File: src/hw/rtl/booth_pkg.sv
// Shared widths and reset constants for the radix-2 Booth multiplier.
package booth_pkg;

  localparam int unsigned IN_W  = 8;   // multiplicand / multiplier port width
  localparam int unsigned OUT_W = 16;  // product port width
  localparam int unsigned CFG_W = 4;   // operand_bits register width

  localparam logic [CFG_W-1:0] CfgReset = 4'd8;
  localparam int unsigned      MinBits  = 2;

endpackage

File: src/hw/rtl/booth_radix2_multiplier.sv
// Top level of the radix-2 Booth signed multiplier: cell chain and output register.
//
// Signed two's-complement multiplier built as a chain of MAX_BITS Booth cells,
// one recoding step per cell, followed by an output register. A new operand
// word is taken every cycle while the output side keeps up; from acceptance
// to product valid a word passes through the register of each cell in order
// and then the output register. Every cell has its own valid bit and
// takes a word whenever it is empty or its neighbor takes its content, so a
// stall on the output fills bubbles before it reaches the input. The
// operand_bits register (reset 8, clamped to 2..MAX_BITS) sets the operand
// width n: inputs are sign-extended or truncated to MAX_BITS and masked to n
// bits, cells past step n pass data through, and the product A:Q of 2n bits is
// sign-extended or truncated to 16 bits. The accumulator is n bits wide and
// wraps, so the most negative multiplicand behaves as in the classic n-bit
// Booth register. Write operand_bits only while no word is in flight.
module booth_radix2_multiplier
  import booth_pkg::*;
#(
  parameter int unsigned MAX_BITS = 8
) (
  input  logic                    clk_i,
  input  logic                    rst_ni,
  input  logic                    cfg_we_i,
  input  logic [CFG_W-1:0]        cfg_wdata_i,
  input  logic                    in_valid_i,
  output logic                    in_stall_o,
  input  logic signed [IN_W-1:0]  multiplicand_i,
  input  logic signed [IN_W-1:0]  multiplier_i,
  output logic                    out_valid_o,
  input  logic                    out_stall_i,
  output logic signed [OUT_W-1:0] product_o
);

  localparam int unsigned W  = MAX_BITS;
  localparam int unsigned NW = $clog2(MAX_BITS + 1);

  // operand_bits register
  logic [CFG_W-1:0] cfg_q;

  always_ff @(posedge clk_i or negedge rst_ni) begin
    if (!rst_ni) begin
      cfg_q <= CfgReset;
    end else if (cfg_we_i) begin
      cfg_q <= cfg_wdata_i;
    end
  end

  // effective width, clamped to the supported range
  logic [NW-1:0] n;
  logic [W-1:0]  mask, top;

  always_comb begin
    if (int'(cfg_q) < int'(MinBits)) begin
      n = NW'(MinBits);
    end else if (int'(cfg_q) > int'(MAX_BITS)) begin
      n = NW'(MAX_BITS);
    end else begin
      n = NW'(cfg_q);
    end
  end

  assign mask = (W'(1) << n) - W'(1);
  assign top  = W'(1) << (n - NW'(1));

  // operands into the chain, reduced to n bits
  logic signed [W-1:0] m_ext, q_ext;

  assign m_ext = W'(multiplicand_i);
  assign q_ext = W'(multiplier_i);

  // chain links: index k feeds cell k, index W leaves the last cell
  logic         valid_c [W+1];
  logic         ready_c [W+1];
  logic [W-1:0] a_c     [W+1];
  logic [W-1:0] q_c     [W+1];
  logic         qp_c    [W+1];
  logic [W-1:0] m_c     [W+1];

  assign valid_c[0] = in_valid_i;
  assign a_c[0]     = '0;
  assign q_c[0]     = q_ext & mask;
  assign qp_c[0]    = 1'b0;
  assign m_c[0]     = m_ext & mask;
  assign in_stall_o = !ready_c[0];

  for (genvar k = 0; k < W; k++) begin : g_cell
    booth_cell #(
      .W   (W),
      .NW  (NW),
      .IDX (k)
    ) u_cell (
      .clk_i   (clk_i),
      .rst_ni  (rst_ni),
      .n_i     (n),
      .mask_i  (mask),
      .top_i   (top),
      .valid_i (valid_c[k]),
      .ready_o (ready_c[k]),
      .a_i     (a_c[k]),
      .q_i     (q_c[k]),
      .qp_i    (qp_c[k]),
      .m_i     (m_c[k]),
      .valid_o (valid_c[k+1]),
      .ready_i (ready_c[k+1]),
      .a_o     (a_c[k+1]),
      .q_o     (q_c[k+1]),
      .qp_o    (qp_c[k+1]),
      .m_o     (m_c[k+1])
    );
  end

  // assemble A:Q over 2n bits and sign-extend from bit 2n-1
  logic [2*W-1:0]        pr, mask2, pr_ext;
  logic                  sign;
  logic signed [OUT_W-1:0] product_d, product_q;
  logic                  out_valid_q;

  assign pr     = ({{W{1'b0}}, a_c[W]} << n) | {{W{1'b0}}, q_c[W]};
  assign mask2  = ((2*W)'(1) << {n, 1'b0}) - (2*W)'(1);
  // top marks bit n-1 of A, the sign of the 2n-bit product
  assign sign   = |(a_c[W] & top);
  assign pr_ext = sign ? (pr | ~mask2) : pr;
  assign product_d = OUT_W'($signed(pr_ext));

  // output register: load when empty or the word is taken
  assign ready_c[W] = !out_valid_q || !out_stall_i;

  always_ff @(posedge clk_i or negedge rst_ni) begin
    if (!rst_ni) begin
      out_valid_q <= 1'b0;
    end else if (ready_c[W]) begin
      out_valid_q <= valid_c[W];
    end
  end

  always_ff @(posedge clk_i) begin
    if (ready_c[W] && valid_c[W]) begin
      product_q <= product_d;
    end
  end

  assign out_valid_o = out_valid_q;
  assign product_o   = product_q;

endmodule

File: src/hw/rtl/booth_cell.sv
// One Booth recoding step with its own pipeline register and handshake.
module booth_cell
  import booth_pkg::*;
#(
  parameter int unsigned W   = 8,
  parameter int unsigned NW  = 4,
  parameter int unsigned IDX = 0
) (
  input  logic          clk_i,
  input  logic          rst_ni,
  input  logic [NW-1:0] n_i,
  input  logic [W-1:0]  mask_i,
  input  logic [W-1:0]  top_i,
  input  logic          valid_i,
  output logic          ready_o,
  input  logic [W-1:0]  a_i,
  input  logic [W-1:0]  q_i,
  input  logic          qp_i,
  input  logic [W-1:0]  m_i,
  output logic          valid_o,
  input  logic          ready_i,
  output logic [W-1:0]  a_o,
  output logic [W-1:0]  q_o,
  output logic          qp_o,
  output logic [W-1:0]  m_o
);

  logic          valid_q;
  logic [W-1:0]  a_q, a_d, q_q, q_d, m_q;
  logic          qp_q, qp_d;
  logic [W-1:0]  neg_m, sum;
  logic          step_en;

  assign step_en = (NW'(IDX) < n_i);
  assign neg_m   = (~m_i + W'(1)) & mask_i;

  always_comb begin
    case ({q_i[0], qp_i})
      2'b10:   sum = (a_i + neg_m) & mask_i;
      2'b01:   sum = (a_i + m_i) & mask_i;
      default: sum = a_i;
    endcase
    if (step_en) begin
      // shift A:Q:Q-1 right arithmetically as one register
      a_d  = (sum >> 1) | (sum & top_i);
      q_d  = (q_i >> 1) | (sum[0] ? top_i : '0);
      qp_d = q_i[0];
    end else begin
      a_d  = a_i;
      q_d  = q_i;
      qp_d = qp_i;
    end
  end

  assign ready_o = !valid_q || ready_i;

  always_ff @(posedge clk_i or negedge rst_ni) begin
    if (!rst_ni) begin
      valid_q <= 1'b0;
    end else if (ready_o) begin
      valid_q <= valid_i;
    end
  end

  always_ff @(posedge clk_i) begin
    if (ready_o && valid_i) begin
      a_q  <= a_d;
      q_q  <= q_d;
      qp_q <= qp_d;
      m_q  <= m_i;
    end
  end

  assign valid_o = valid_q;
  assign a_o     = a_q;
  assign q_o     = q_q;
  assign qp_o    = qp_q;
  assign m_o     = m_q;

endmodule

File: config.mk
export PLATFORM = sky130hd
export DESIGN_NAME = booth_radix2_multiplier
export DESIGN_NICKNAME = d
export VERILOG_FILES = /design/src/hw/rtl/booth_pkg.sv /design/src/hw/rtl/booth_radix2_multiplier.sv /design/src/hw/rtl/booth_cell.sv
export SDC_FILE = /design/constraint.sdc
export NUM_CORES = 1
export LEC_CHECK = 0
export BUFFER_PORTS_ARGS = -buffer_cell sky130_fd_sc_hd__buf_2
export CORE_MARGIN = 4
export CORE_UTILIZATION = 60
export CTS_CLUSTER_DIAMETER = 200
export DETAILED_ROUTE_END_ITERATION = 6
export GPL_TIMING_DRIVEN = 0
export PLACE_DENSITY = 0.78
export SLEW_MARGIN = 25
export SYNTH_ARGS = -nofsm -noshare
export SYNTH_HDL_FRONTEND = slang
export SYNTH_HIERARCHICAL = 1
export SYNTH_SLANG_ARGS = --single-unit
File: constraint.sdc
create_clock -name clk_i -period 6.3 [get_ports clk_i]
set_input_delay 1.575 -clock clk_i [delete_from_list [all_inputs] [get_ports clk_i]]
set_output_delay 1.575 -clock clk_i [all_outputs]
set_load 0.02 [all_outputs]
==> run summary <==
The internal power component came out at 4030 uW. The aggregate negative setup slack is 0 ns. The total number of H-tree levels is 1. The die is 167 um tall. The worst setup path is captured at a primary output. Summing every instance area after synthesis gives 15100 um2.

The cell count after placement came out at 2084. The library cells used most frequently in the layout, excluding fill and tap cells, are sky130_fd_sc_hd__nand2_1, sky130_fd_sc_hd__edfxtp_1, sky130_fd_sc_hd__a21oi_1, sky130_fd_sc_hd__o21ai_0, sky130_fd_sc_hd__nor2_1. The largest vdd supply drop is 240 uV. The worst setup path is launched from a primary input. The final setup skew came out at 0.0154 ns. The number of buffers added by the clock tree synthesis step is 24. For the finished layout, the period the worst path requires is 5.03 ns. The fraction of layout cells with a size suffix above 1 came out at 9.98%. After detailed routing, the total wire length is 40.5 mm. For the worst setup path, the data required time is 4.72 ns.

The post-place setup slack came out at 1.34 ns. The startpoint identified for the worst register-to-register timing path is cfg_q[3]. The number of filler instances in the final layout came out at 1905.

The depth of the worst register-to-register path came out at 12. The core box area came out at 24500 um2. The number of antenna diodes in the final layout is 0. The number of iterations in the first detailed-routing pass is 5. The number of standard cells after synthesis came out at 1646. The part of the total power dissipated in combinational logic is 41.2%.

The setup slack of the worst register-to-register path is 1.66 ns. The floorplan step set the die width to 167 um. Data arrives at the worst endpoint at 3.45 ns. The post-synthesis area per instance is 9.19 um2. The worst hold path terminates at g_cell[1].u_cell/valid_o.

The net switching component of the power is 2590 uW. Setup violations remaining at the end of the flow were counted as 0. The number of global-route vias before repair is 12400. After routing the design area is 17000 um2. Setup slack on the critical path of the routed design comes to 1.27 ns. 43 I/O pins were placed.

The pin count of the biggest net entering global routing is 32. The detailed router's first-iteration violation count is 1103. Along the worst path, the maximum fanout reaches 3. The number of I/O port buffers came out at 40. No sink is reached through more buffers than the 3 on the longest clock path. The routed wire length per instance is 19.0 um. The wire length of the first global-routing pass came out at 63.6 mm. The relative contribution of the clock network to total power is 21.1%. Leaving out fill and tap cells, the most frequent cell in the layout is sky130_fd_sc_hd__nand2_1. The routability congestion estimate is 0.886.

The run finished with clean final reports. Across every metal layer, demand over resource in global routing totals 28.1%. The highest achievable clock rate came out at 0.199 GHz.

The final routed DRC violation total is 0. Once the floorplan was initialized, standard cells occupied 61.6% of the core. Post-CTS timing repair inserted 0 buffers for setup.

The power density of the placed cells is 390 nW/um2. The worst register-to-register path ends at g_cell[6].u_cell/a_o[6]. Counting instances, the worst hold path has a depth of 1.

The number of warnings printed during yosys synthesis is 6. The worst relative slew slack came out at 33.9%. The via density per instance is 6.19. TritonCTS built the clock tree. The post-cts sizing count came out at 0. In this run the static leakage power is 0.00660 uW. The detailed placer's ending HPWL is 28.6 mm. The global-route congestion overflow total came out at 0. Net switching is 39.1% of the power. The synthesis-to-finish area growth came out at 12.3%.

The min-delay analysis places its worst path in the category reg2reg. CTS placed an instance of sky130_fd_sc_hd__clkbuf_16 at the clock tree root. Setup repair after global routing left no endpoint under its margin.

The hold violation count in the final report was 0. The total placed instance area came out at 16200 um2. The final count of pins violating max slew is 0. The number of antenna violations at the first check in global routing came out at 0. The ratio of final minimum period to clock period came out at 79.8%. The total of max-cap violations came out at 0. For the pin with the worst max-slew slack, the measured transition is 0.991 ns.

The fraction of power consumed by sequential logic came out at 37.7%. The later pin in the worst-skew pair is clocked with a latency of 0.53 ns. The clock-pin transition on the worst setup and hold timing paths is 0.06 ns. The number of non-filler instances in the completed layout came out at 2128. The number of core rows is 57. Detailed routing inserted a total of 13200 vias. The number of clock sinks came out at 220. The worst setup path is of the in2out kind. The net count of the finished layout is 1892. The number of nets with antenna violations after routing came out at 0.

The post-cts hold buffer count came out at 0. The beginning of the worst hold path is g_cell[0].u_cell/valid_o. The die covers 27800 um2.

Cells fill 69.2% of the core in the end.
==> sequential cells by signal, summed over array words and instances, names as in the netlist <==
signal                 cells
out_valid_o                1
cfg_q                      4
product_o                 16
g_cell.u_cell/q_o         64
g_cell.u_cell/qp_o         7
g_cell.u_cell/a_o         64
g_cell.u_cell/m_o         56
g_cell.u_cell/valid_o      8
==> per-layer routing <==
layer  track usage [%]  share of wire, %  vias up
met5                 0                 0        -
met2              47.7                48      598
met3              4.93               8.2      174
li1                  -                 -     6297
met1              34.5                38     6101
met4              14.7               6.0        0
==> worst max path at each step <==
| stage | from | to | slack (ns) | cells after the start |
|---|---|---|---|---|
| after global routing | out_stall_i | in_stall_o | 1.15 | 12 |
| after CTS | out_stall_i | in_stall_o | 1.31 | 12 |
| after detailed placement | out_stall_i | in_stall_o | 1.34 | 12 |
| final | out_stall_i | in_stall_o | 1.27 | 12 |
| after floorplan | out_stall_i | in_stall_o | 1.71 | 10 |
| after global placement | cfg_q[1] | g_cell[0].u_cell/a_o[2] | -2.47 | 12 |
==> power by group through the flow <==
stage	logic (uW)	registers, uW	clock network, uW
3_3_place_gp	2530	2510	0
6_report	2720	2500	1400
4_1_cts	2660	2490	1410
3_5_place_dp	2640	2520	0
5_1_grt	3030	2540	1480
2_1_floorplan	2030	2400	0
==> layout make-up <==
type / count / area, um2 / area share (%)
flip-flops and latches: 220 / 6540 / 38.5
multi-input cells: 1328 / 8270 / 48.7
clock buffers: 32 / 661 / 3.89
plain buffers: 68 / 282 / 1.66
repair buffers: 50 / 330 / 1.95
well taps: 324 / 405 / 2.39
inverters: 94 / 353 / 2.08
clock inverters: 12 / 129 / 0.759
==> stage by stage <==
step	hold WS (ns)	power [uW]
finish	0.493	6620
global route	0.505	7050
CTS	0.490	6560
detailed placement	0.474	5150
global placement	0.458	5040
floorplan	0.445	4440
==> worst max-delay path, stage by stage <==
cell,delay [ns]
sky130_fd_sc_hd__buf_2,0.07
sky130_fd_sc_hd__nand2_1,0.09
sky130_fd_sc_hd__nand2b_1,0.19
sky130_fd_sc_hd__nand2b_1,0.18
sky130_fd_sc_hd__nand2b_1,0.18
sky130_fd_sc_hd__nand2b_1,0.18
sky130_fd_sc_hd__nand2b_1,0.18
sky130_fd_sc_hd__nand2b_1,0.19
sky130_fd_sc_hd__nand2b_1,0.19
sky130_fd_sc_hd__nand2b_1,0.19
sky130_fd_sc_hd__inv_1,0.09
sky130_fd_sc_hd__buf_2,0.16
(Power assumes the default switching activity.)
